`src/hw/rtl/tsc_pkg.sv`:
```
// tsc_pkg: widths, fixed-point constants and the sideband type of the
// taylor sine/cosine pipeline; used by every module of the block
package tsc_pkg;

    localparam int AW        = 26;
    localparam int VW        = 32;
    localparam int XW        = 44;
    localparam int XH        = XW / 2;
    localparam int TW        = 54;
    localparam int TH        = TW / 2;
    localparam int SW        = TW + 1;
    localparam int MW        = 62;
    localparam int MH        = MW / 2;
    localparam int KW        = 55;
    localparam int KL        = 28;
    localparam int KH        = KW - KL;
    localparam int FRAC      = 40;
    localparam int XSHIFT    = 60 + 16 - FRAC;
    localparam int DIV_SHIFT = 61;
    localparam int OUT_SHIFT = FRAC - 30;

    localparam logic [63:0]   PI_Q60  = 64'h3243F6A8885A308D;
    localparam logic [KW-1:0] DEG2RAD = KW'((PI_Q60 + 64'd90) / 64'd180);

    localparam logic [VW-1:0] SAT_POS = 32'h7FFFFFFF;
    localparam logic [VW-1:0] SAT_NEG = 32'h80000000;

    typedef struct packed {
        logic                 kind;
        logic                 flip;
        logic [XW-1:0]        x;
        logic signed [SW-1:0] sum;
    } t_side;

endpackage

```
`src/hw/rtl/tsc_divc.sv`:
```
// tsc_divc: rounded division of a term by a factorial factor, done as a
// multiply by a ceiling-rounded reciprocal; two stages, depends on tsc_pkg
module tsc_divc #(
    parameter int DIV_COS = 1,
    parameter int DIV_SIN = 2
) (
    input  logic                    i_clk,
    input  logic                    i_rst_n,
    input  logic                    i_en,
    input  logic                    i_vld,
    input  tsc_pkg::t_side          i_side,
    input  logic [tsc_pkg::TW-1:0]  i_t,
    output logic                    o_vld,
    output tsc_pkg::t_side          o_side,
    output logic [tsc_pkg::TW-1:0]  o_t
);
    import tsc_pkg::*;

    localparam int PPW = TH + MH;
    localparam int PW  = TW + MW;

    localparam logic [63:0]   Scale   = 64'd1 << DIV_SHIFT;
    localparam logic [MW-1:0] MagCos  = MW'((Scale + 64'(DIV_COS) - 64'd1) / 64'(DIV_COS));
    localparam logic [MW-1:0] MagSin  = MW'((Scale + 64'(DIV_SIN) - 64'd1) / 64'(DIV_SIN));
    localparam logic [MW-1:0] HalfCos = MW'(64'(DIV_COS / 2) * 64'(MagCos));
    localparam logic [MW-1:0] HalfSin = MW'(64'(DIV_SIN / 2) * 64'(MagSin));

    logic            r_vld1, r_vld2;
    t_side           r_side1, r_side2;
    logic [PPW-1:0]  r_pp_ll, r_pp_lh, r_pp_hl, r_pp_hh;
    logic [TW-1:0]   r_t2;
    logic [MW-1:0]   mag;
    logic [MW-1:0]   half;
    logic [PW-1:0]   prod_sum;

    assign mag      = i_side.kind ? MagSin : MagCos;
    assign half     = r_side1.kind ? HalfSin : HalfCos;
    assign prod_sum = (PW'(r_pp_hh) << (TH + MH)) + (PW'(r_pp_hl) << TH)
                    + (PW'(r_pp_lh) << MH) + PW'(r_pp_ll) + PW'(half);

    always_ff @(posedge i_clk) begin
        if (!i_rst_n) begin
            r_vld1 <= 1'b0;
            r_vld2 <= 1'b0;
        end else if (i_en) begin
            r_vld1 <= i_vld;
            r_vld2 <= r_vld1;
        end
    end

    always_ff @(posedge i_clk) begin
        if (i_en) begin
            r_side1 <= i_side;
            r_pp_ll <= PPW'(i_t[TH-1:0])  * PPW'(mag[MH-1:0]);
            r_pp_lh <= PPW'(i_t[TH-1:0])  * PPW'(mag[MW-1:MH]);
            r_pp_hl <= PPW'(i_t[TW-1:TH]) * PPW'(mag[MH-1:0]);
            r_pp_hh <= PPW'(i_t[TW-1:TH]) * PPW'(mag[MW-1:MH]);
            r_side2 <= r_side1;
            r_t2    <= prod_sum[DIV_SHIFT +: TW];
        end
    end

    assign o_vld  = r_vld2;
    assign o_side = r_side2;
    assign o_t    = r_t2;

endmodule

```
`config.mk`:
```
export PLATFORM = sky130hd
export DESIGN_NAME = tsc_divc
export DESIGN_NICKNAME = d
export VERILOG_FILES = /design/src/hw/rtl/tsc_pkg.sv /design/src/hw/rtl/tsc_divc.sv
export SDC_FILE = /design/constraint.sdc
export NUM_CORES = 1
export LEC_CHECK = 0
export BUFFER_PORTS_ARGS = -buffer_cell sky130_fd_sc_hd__buf_2
export CORE_ASPECT_RATIO = 0.5
export CORE_MARGIN = 4
export CORE_UTILIZATION = 54
export CTS_BUF_LIST = sky130_fd_sc_hd__clkbuf_4
export CTS_CLUSTER_DIAMETER = 60
export CTS_CLUSTER_SIZE = 28
export DETAILED_ROUTE_END_ITERATION = 16
export GPL_ROUTABILITY_DRIVEN = 0
export PLACE_DENSITY_LB_ADDON = 0.12
export SKIP_CTS_REPAIR_TIMING = 1
export SLEW_MARGIN = 20
export SYNTH_ARGS = -nofsm -noshare
export SYNTH_HDL_FRONTEND = slang
export SYNTH_SLANG_ARGS = --single-unit
```
`constraint.sdc`:
```
create_clock -name i_clk -period 5.7 [get_ports i_clk]
set_input_delay 0.285 -clock i_clk [delete_from_list [all_inputs] [get_ports i_clk]]
set_output_delay 0.285 -clock i_clk [all_outputs]
set_load 0.02 [all_outputs]
```
==> results by group <==
Status
  • Status: finished clean

Yosys
  • Post-synth top area cell: edfxtp_1
  • Count leader, synth: edfxtp_1
  • Mean post-synth cell area: 14.9 µm²
  • Synth async-reset ratio: 0
  • Yosys warning count: 0
  • Most frequent cells after synthesis: edfxtp_1 (313), ha_1 (188), xnor2_1 (62)
  • #FFs+latches synth: 315
  • Yosys top cell area share: 0.607
  • Top post-synthesis cells by area: edfxtp_1 (61%), ha_1 (15%), xnor2_1 (3.5%)
  • Sequential fraction of the synthesis area: 0.609
  • Mapped Cells: 1039
  • Post-synth EDFFs: 313
  • Ys flop type: edfxtp_1
  • Post-synthesis cell area: 0.0155 mm²
  • Number of distinct library cells after synthesis: 66

STA
  • Fin. Hold Viols: 0
  • Final setup viols: 0
  • Worst slew margin: 0.370
  • RSZ-0062 raised after global routing: no
  • Maximum clock frequency: 252 MHz
  • Tmin final: 3970 ps
  • Measured slew at the worst slew-check pin: 945 ps
  • Slew Limit Fails: 0
  • Final setup TNS: 0 ps
  • Crit share post-route: 0.697
  • Final Skew: 34.4 ps

Worst setup path
  • Worst Setup SP: i_side[100]
  • CP peak stage delay: 520 ps
  • Cell Chain, Critical Path: buf_2 -> buf_4 -> and2_1 -> ha_1 -> ha_1 -> fa_1 -> ha_1 -> inv_1 -> fa_1 -> inv_1 -> ha_1 -> ha_1 -> nand3_1 -> nor2_1 -> o21ai_0 -> a31oi_1 -> o211a_1 -> a2111oi_1
  • Crit-path leading delay family: adder cells
  • Crit path capture: r_pp_hh[53]
  • CP dominant cell by count: ha_1
  • RR Startpoint: r_pp_lh[57]
  • Worst-path maximum fanout: 34
  • Startpoint Class: input pin
  • Capturing point of the worst reg2reg path: o_t[48]
  • Crit end category: flop
  • CP Buf/Inv Count: 4
  • Crit path DAT: 4460 ps
  • CP Class: input pin to flop
  • Worst path slowest cell: buf_2
  • R2R depth: 9
  • Crit path depth: 18
  • Worst EP required: 6190 ps
  • Flop2flop setup slack: 2900 ps

Global route
  • Met3 Use GR: 0.0451
  • Vias in the first global route: 8986
  • Largest net degree at the start of global routing: 168
  • Met1 GRT Util: 0.268
  • Initial antenna violation count: 5
  • GR Util met2: 0.344
  • Total GRT Usage: 0.201
  • GR Overflow Total: 0
  • First-pass GRT wire length: 49400 µm
  • Gr busiest metal: met2

Power
  • Worst IR Drop VDD: 0.000150 V
  • Pleak: 8.19 nW
  • Power Density: 256 mW/mm²

Flow run
  • Max-cap viol count: 0

Clock tree
  • Clock Latency Late Sink: 690 ps
  • Clk buf depth: 3
  • CTS H-Tree Depth: 1
  • CTS sink cnt: 315
  • CTS tree: yes
  • Root Buffer Master: clkbuf_4
  • Clock-pin slew on the worst setup and hold paths: 250 ps
  • TritonCTS Buffers: 16

Cells and area
  • P&R area growth vs syn: 22.2%
  • Non-Filler Instances: 1884
  • Share of layout cells above drive strength 1: 0.259
  • Nets: 1854

Detailed routing
  • Via count: 9911
  • Initial DRC count: 648
  • Drt pass-1 iters: 5
  • Routed Antenna Nets: 0
  • Number of remaining DRC errors: 0
  • WL final: 35700 µm
  • DR vias/cell: 5.26
  • DR WL/cell: 19.0 µm

Die
  • Starting density of the core: 0.554
  • Ports: 315
  • Total Die Area: 0.0316 mm²
  • Core area: 0.0280 mm²
  • Die X: 248 µm
  • Row count: 43
  • Die height: 128 µm

Placement
  • Port Buf Inserts: 314
  • Post-DP HPWL: 26100 µm
  • Cells after DPL: 1749

Min path
  • Hold crit path type: input pin to flop
==> cells by family after synthesis <==
family,count (synthesis),share of synthesized area
AND/OR/NAND/NOR,233,0.0857
other,2,0.000485
multiplexers,28,0.0201
flip-flops,315,0.609
buffers and inverters,62,0.0151
XOR/XNOR,93,0.0526
AO/OA/AOI/OAI,104,0.0468
adder cells (fa/ha/maj),202,0.170
==> layer usage <==
layer | up-vias | share of wire
met5 | - | 0.00028
met4 | 2 | 0.018
met3 | 46 | 0.070
met2 | 374 | 0.50
met1 | 4743 | 0.41
li1 | 4746 | -
==> worst min path at each step <==
stage / cells past startpoint / end / from / slack (ps)
floorplan: 0 / r_side1[0] / i_side[0] / 380
global placement: 0 / o_side[73] / r_side1[73] / 400
detailed placement: 0 / o_side[30] / r_side1[30] / 400
CTS: 1 / r_side1[81] / i_side[81] / -320
global route: 1 / r_side1[100] / i_side[100] / 150
finish: 1 / r_pp_lh[44] / i_en / 150
==> area by class of cell <==
cell class	count	area [µm²]
Sequential cell	315	9440
Fill cell	2003	9040
Multi-Input combinational cell	683	5900
Timing Repair Buffer	426	2710
Tap cell	382	478
Inverter	51	191
Clock buffer	18	135
Clock inverter	5	82.6
Antenna cell	4	10.0
==> layout by cell type (no fill, tap or decap), types with 8 or more instances in the layout <==
cell and n:
buf_2 313, edfxtp_1 313, ha_1 188, dlygate4sd3_1 108
xnor2_1 62, inv_1 51, and2_1 39, nor2b_1 36
nand2_1 36, nor2_1 33, xor2_1 31, a21oi_1 27
mux2_2 25, conb_1 23, nand3_1 21, o21ai_0 18
clkbuf_4 18, nor3_1 15, fa_1 14, nand4_1 10
a21o_1 10, and4_1 8
==> report_power, final <==
group	switching (mW)	internal [mW]	total (mW)
clock network	0.665	0.215	0.880
registers	0.113	2.84	2.96
logic	0.586	0.430	1.02
==> through the flow <==
step	hold slack, ps	total power, mW	area [µm²]	worst slack (ps)	utilization
after floorplan	384	3.58	15600	1410	-
after global placement	400	3.92	17600	1250	0.630
after detailed placement	405	3.94	17600	1070	0.630
after CTS	-317	4.80	17800	1810	0.638
after global routing	150	5.10	18900	1460	0.677
final	150	4.85	18900	1730	0.677
==> flip-flops by register name (all words and copies together), names as in the netlist <==
register / flops
o_side: 101
r_vld1: 1
r_pp_hh: 28
o_vld: 1
r_pp_lh: 29
o_t: 54
r_side1: 101
Power figures use the tool's default switching activity.
