### src/hw/rtl/tsc_pkg.sv
// tsc_pkg: widths, fixed-point constants and the sideband type of the
// taylor sine/cosine pipeline; used by every module of the block
package tsc_pkg;

    localparam int AW        = 26;
    localparam int VW        = 32;
    localparam int XW        = 44;
    localparam int XH        = XW / 2;
    localparam int TW        = 54;
    localparam int TH        = TW / 2;
    localparam int SW        = TW + 1;
    localparam int MW        = 62;
    localparam int MH        = MW / 2;
    localparam int KW        = 55;
    localparam int KL        = 28;
    localparam int KH        = KW - KL;
    localparam int FRAC      = 40;
    localparam int XSHIFT    = 60 + 16 - FRAC;
    localparam int DIV_SHIFT = 61;
    localparam int OUT_SHIFT = FRAC - 30;

    localparam logic [63:0]   PI_Q60  = 64'h3243F6A8885A308D;
    localparam logic [KW-1:0] DEG2RAD = KW'((PI_Q60 + 64'd90) / 64'd180);

    localparam logic [VW-1:0] SAT_POS = 32'h7FFFFFFF;
    localparam logic [VW-1:0] SAT_NEG = 32'h80000000;

    typedef struct packed {
        logic                 kind;
        logic                 flip;
        logic [XW-1:0]        x;
        logic signed [SW-1:0] sum;
    } t_side;

endpackage

### src/hw/rtl/tsc_front.sv
// tsc_front: input register, angle magnitude and degree to radian scaling,
// first series term; three stages, depends on tsc_pkg
module tsc_front (
    input  logic                            i_clk,
    input  logic                            i_rst_n,
    input  logic                            i_en,
    input  logic                            i_vld,
    input  logic                            i_kind,
    input  logic signed [tsc_pkg::AW-1:0]   i_angle,
    output logic                            o_vld,
    output tsc_pkg::t_side                  o_side,
    output logic [tsc_pkg::TW-1:0]          o_t
);
    import tsc_pkg::*;

    localparam int FW = AW + KW;

    logic                 r_vld1, r_vld2, r_vld3;
    logic                 r_kind1, r_kind2, r_flip2;
    logic [AW-1:0]        r_raw1;
    logic [AW+KL-1:0]     r_pp_lo;
    logic [AW+KH-1:0]     r_pp_hi;
    t_side                r_side3;
    logic [TW-1:0]        r_t3;

    logic                 neg;
    logic [AW-1:0]        mag;
    logic [FW-1:0]        xs;
    logic [XW-1:0]        x;

    assign neg = r_raw1[AW-1];
    assign mag = neg ? (AW'(0) - r_raw1) : r_raw1;
    assign xs  = (FW'(r_pp_hi) << KL) + FW'(r_pp_lo) + (FW'(1) << (XSHIFT - 1));
    assign x   = xs[XSHIFT +: XW];

    always_ff @(posedge i_clk) begin
        if (!i_rst_n) begin
            r_vld1 <= 1'b0;
            r_vld2 <= 1'b0;
            r_vld3 <= 1'b0;
        end else if (i_en) begin
            r_vld1 <= i_vld;
            r_vld2 <= r_vld1;
            r_vld3 <= r_vld2;
        end
    end

    always_ff @(posedge i_clk) begin
        if (i_en) begin
            r_kind1      <= i_kind;
            r_raw1       <= i_angle;
            r_kind2      <= r_kind1;
            r_flip2      <= r_kind1 & neg;
            r_pp_lo      <= (AW+KL)'(mag) * (AW+KL)'(DEG2RAD[KL-1:0]);
            r_pp_hi      <= (AW+KH)'(mag) * (AW+KH)'(DEG2RAD[KW-1:KL]);
            r_side3.kind <= r_kind2;
            r_side3.flip <= r_flip2;
            r_side3.x    <= x;
            r_side3.sum  <= '0;
            r_t3         <= r_kind2 ? TW'(x) : (TW'(1) << FRAC);
        end
    end

    assign o_vld  = r_vld3;
    assign o_side = r_side3;
    assign o_t    = r_t3;

endmodule

### config.mk
export PLATFORM = sky130hd
export DESIGN_NAME = tsc_front
export DESIGN_NICKNAME = d
export VERILOG_FILES = /design/src/hw/rtl/tsc_pkg.sv /design/src/hw/rtl/tsc_front.sv
export SDC_FILE = /design/constraint.sdc
export NUM_CORES = 2
export LEC_CHECK = 0
export ABC_AREA = 1
export BUFFER_PORTS_ARGS = -buffer_cell sky130_fd_sc_hd__buf_2
export CAP_MARGIN = 40
export CORE_AREA = 2 2 279 226
export CTS_CLUSTER_DIAMETER = 150
export DETAILED_ROUTE_END_ITERATION = 10
export DIE_AREA = 0 0 281 228
export PLACE_DENSITY = 0.73
export SYNTH_ARGS = -nofsm -noshare
export SYNTH_HDL_FRONTEND = slang
export SYNTH_SLANG_ARGS = --single-unit
### constraint.sdc
create_clock -name i_clk -period 8 [get_ports i_clk]
set_clock_uncertainty 0.15 [all_clocks]
set_input_delay 1.6 -clock i_clk [delete_from_list [all_inputs] [get_ports i_clk]]
set_output_delay 1.6 -clock i_clk [all_outputs]
set_load 0.01 [all_outputs]
==> impl_metrics.tcl <==
set metrics [dict create \
    grt.total_usage_pct 36.1 \
    wl_per_cell_um 22.5 \
    grt_pass1_wl_um 168000 \
    drtIter0Drc 3005 \
    cts_max_level 4 \
    finalCritPeriodShare_pct 97.6 \
    crit_slowest_cell "xnor2_1" \
    layout.nets 5160 \
    async_reset_ff_share_pct 0 \
    antenna_found_initial 2 \
    start_kind "register" \
    timing.fmax_mhz 128 \
    numCtsBuffers 17 \
    cp_cell_sequence "nand2_1 -> xnor2_1 -> buf_4 -> ha_1 -> inv_1 -> fa_1 -> fa_1 -> inv_1 -> fa_1 -> fa_1 -> fa_1 -> inv_1 -> fa_1 -> inv_1 -> ha_1 -> nand2_1 -> nor2_1 -> inv_1 -> nor3_2 -> and3_1 -> nand3_1 -> nand4_1 -> nand2_1" \
    avgSynthCellArea_um2 8.67 \
    wirelength_um 112000 \
    use_met1_pct 52.5 \
    hold_path_class "register to register" \
    grt_pass1_vias 27336 \
    diodes 0 \
    cts_tree "yes" \
    grt_use_met2_pct 49.5 \
    period_needed_ns 7.81 \
    drc_errors 0 \
    hold_viol 0 \
    yosys_warnings 0 \
    pre_cts_ws_ns 0.0620 \
    gp_congestion 1.08 \
    cts_sinks 194 \
    ios 187 \
    grt_max_degree 72 \
    use_met3_pct 14.5 \
    setup_ws_ns 0.192 \
    min_path_cells 0 \
    area_growth_pct 8.59 \
    hold_ws_ns 0.286 \
    setup_viol 0 \
    synth_seq_cells 194 \
    cp.required_ns 8.08 \
    rsz0062_at_grt "yes" \
    syn_inst 3911 \
    via_count 27308 \
    whs_endpoint "o_side[99]" \
    start_util_pct 55.0 \
    root_buffer "clkbuf_16" \
    die_y_um 228 \
    die_width_um 281 \
    max-slew-margin-rel_pct 37.5 \
    grt-busiest-layer "met1" \
    tightest_slew_ns 0.930 \
    r2r_cells 23 \
    maxSlewViolCount 0 \
    dr.pass1.iters 6 \
    ys_types 45 \
    drv_cap 0 \
    numPortBuffers 121 \
    vias_per_cell 5.48 \
    crit_fanout 8 \
    path_class "register to register" \
    worst_setup_path_end_kind "register" \
    path_common_cell "fa_1" \
    status "complete, no violations" \
    clock_path_buffers 2 \
    netlist_area_um2 33900 \
    hold_start "r_flip2" \
    ant_nets 0 \
    crit_path_max_incr_delay_ns 0.75 \
    die-area_um2 64100 \
    grt-ovfl-total 0 \
    regToRegStartpoint "r_raw1[25]" \
    drive_above_1_share_pct 8.06 \
    r2r_end "r_pp_hi[45]" \
    critPathBufInv 6 \
    core_area_um2 61700 \
    rows 82 \
    r2r_slack_ns 0.19 \
    critical_path_arrival_ns 7.88 \
    synth-main-ff-cell "edfxtp_1" \
    hpwl_um 99300 \
    seq_area_frac_synth_pct 17.1 \
    path_clk_slew_ns 0.09 \
    path_delay_family "adder cells" \
    synth_edf_count 191 \
    worstSkewPairLatency_ns 0.48 \
]
## what timing repair did
item                       4_1_cts  5_1_grt
setup endpoints to repair        0       42
hold buffers                     0        0
resized for setup                0       65
buffers inserted                 0        2
## synthesized netlist by cell type, types with 5 or more instances
cell      number  share of area, %
a21oi_1      184               2.7
nand3b_1       8              0.18
clkbuf_1       5             0.055
xor2_1        67               1.7
o21bai_1      14              0.31
xnor2_1       28              0.72
and2_1         5             0.092
nand2_2       19              0.35
a21o_1        15              0.33
inv_2         10              0.11
edfxtp_1     191                17
o21a_1        10              0.22
nor3_1        45              0.66
o21ai_0      110               1.6
buf_4         66               1.5
inv_1       1061                12
nand4_1       29              0.54
fa_1         477                28
nor4_1         5             0.092
nand3_1      113               1.7
nand2_1      570               6.3
ha_1         521                19
a31oi_1        6              0.11
a21boi_0       7              0.16
nor2_1       300               3.3
## registers in the layout, summed over array words and instances (netlist names)
register  flops
o_side       46
o_t          44
o_vld         1
r_flip2       1
r_kind1       1
r_kind2       1
r_pp_hi      49
r_pp_lo      23
r_raw1       26
r_vld1        1
r_vld2        1
## per-layer routing
metal,up-vias,share of wire (%)
li1,12395,-
met1,13217,43
met2,1523,39
met3,173,15
met4,0,3.2
met5,-,0
## metrics by stage
step | TNS [ns] | util (%) | cell area [um^2] | cells
after detailed placement | 0 | 58.4 | 36000 | 4950
final | 0 | 59.7 | 36800 | 4984
after floorplan | 0 | - | 34100 | 3975
after CTS | 0 | 59.4 | 36600 | 4982
after global placement | -0.0101 | 58.3 | 36000 | 4948
after global routing | -0.0472 | 59.7 | 36800 | 4984
## cell families after synthesis
family                   after synthesis  share of synthesized area (%)
AO/OA/AOI/OAI                        362                           5.82
adder cells (fa/ha/maj)              998                           47.4
other                                  1                         0.0111
buffers and inverters               1144                           13.4
flip-flops                           194                           17.1
XOR/XNOR                              96                           2.54
AND/OR/NAND/NOR                     1116                           13.7
## final cells by class
type,count,area [um^2]
Fill cell,5486,24800
Multi-Input combinational cell,2637,24000
Sequential cell,194,5800
Inverter,1071,4020
Timing Repair Buffer,210,1360
Tap cell,840,1050
Clock buffer,18,429
Clock inverter,14,161
## layout by cell type, fill, tap and decap left out, types with 7 or more instances in the layout
cell type | Yosys | final
edfxtp_1 | 191 | 191
nand2_1 | 570 | 565
xor2_1 | 67 | 65
ha_2 | 0 | 10
nand2_2 | 19 | 23
inv_1 | 1061 | 1057
o21bai_1 | 14 | 14
nor2_1 | 300 | 292
a21o_1 | 15 | 15
nor3_1 | 45 | 40
nor2_2 | 3 | 10
o21ai_1 | 3 | 15
xnor2_1 | 28 | 28
o21ai_0 | 110 | 97
buf_4 | 66 | 83
nand3_1 | 113 | 113
nand3b_1 | 8 | 8
ha_1 | 521 | 510
buf_2 | 2 | 120
a21oi_1 | 184 | 177
clkbuf_16 | 0 | 17
a21oi_2 | 0 | 7
fa_1 | 477 | 477
conb_1 | 1 | 65
inv_2 | 10 | 13
o21a_1 | 10 | 10
nand4_1 | 29 | 29
## worst register-to-register path, delay by kind of cell (launching register included)
family                   cells  cell delay, ns
XOR/XNOR                     1            0.75
buffers and inverters        6            0.74
adder cells (fa/ha/maj)      8            3.96
flip-flops                   1            0.57
AND/OR/NAND/NOR              8            1.37
## worst max-delay path by stage
stage                from     endpoint  slack, ns  cells after the start
2_1_floorplan   r_raw1[0]  r_pp_hi[46]       0.31                     26
3_3_place_gp   r_raw1[25]  r_pp_hi[42]      -0.01                     23
3_5_place_dp    r_raw1[1]  r_pp_hi[42]       0.06                     26
4_1_cts         r_raw1[1]  r_pp_hi[42]       0.05                     26
5_1_grt         r_raw1[2]  r_pp_hi[41]      -0.04                     29
6_report       r_raw1[25]  r_pp_hi[45]       0.19                     23
Power is not shown: default switching activity piles up to over one toggle a cycle in this logic, so the estimate is an artifact.
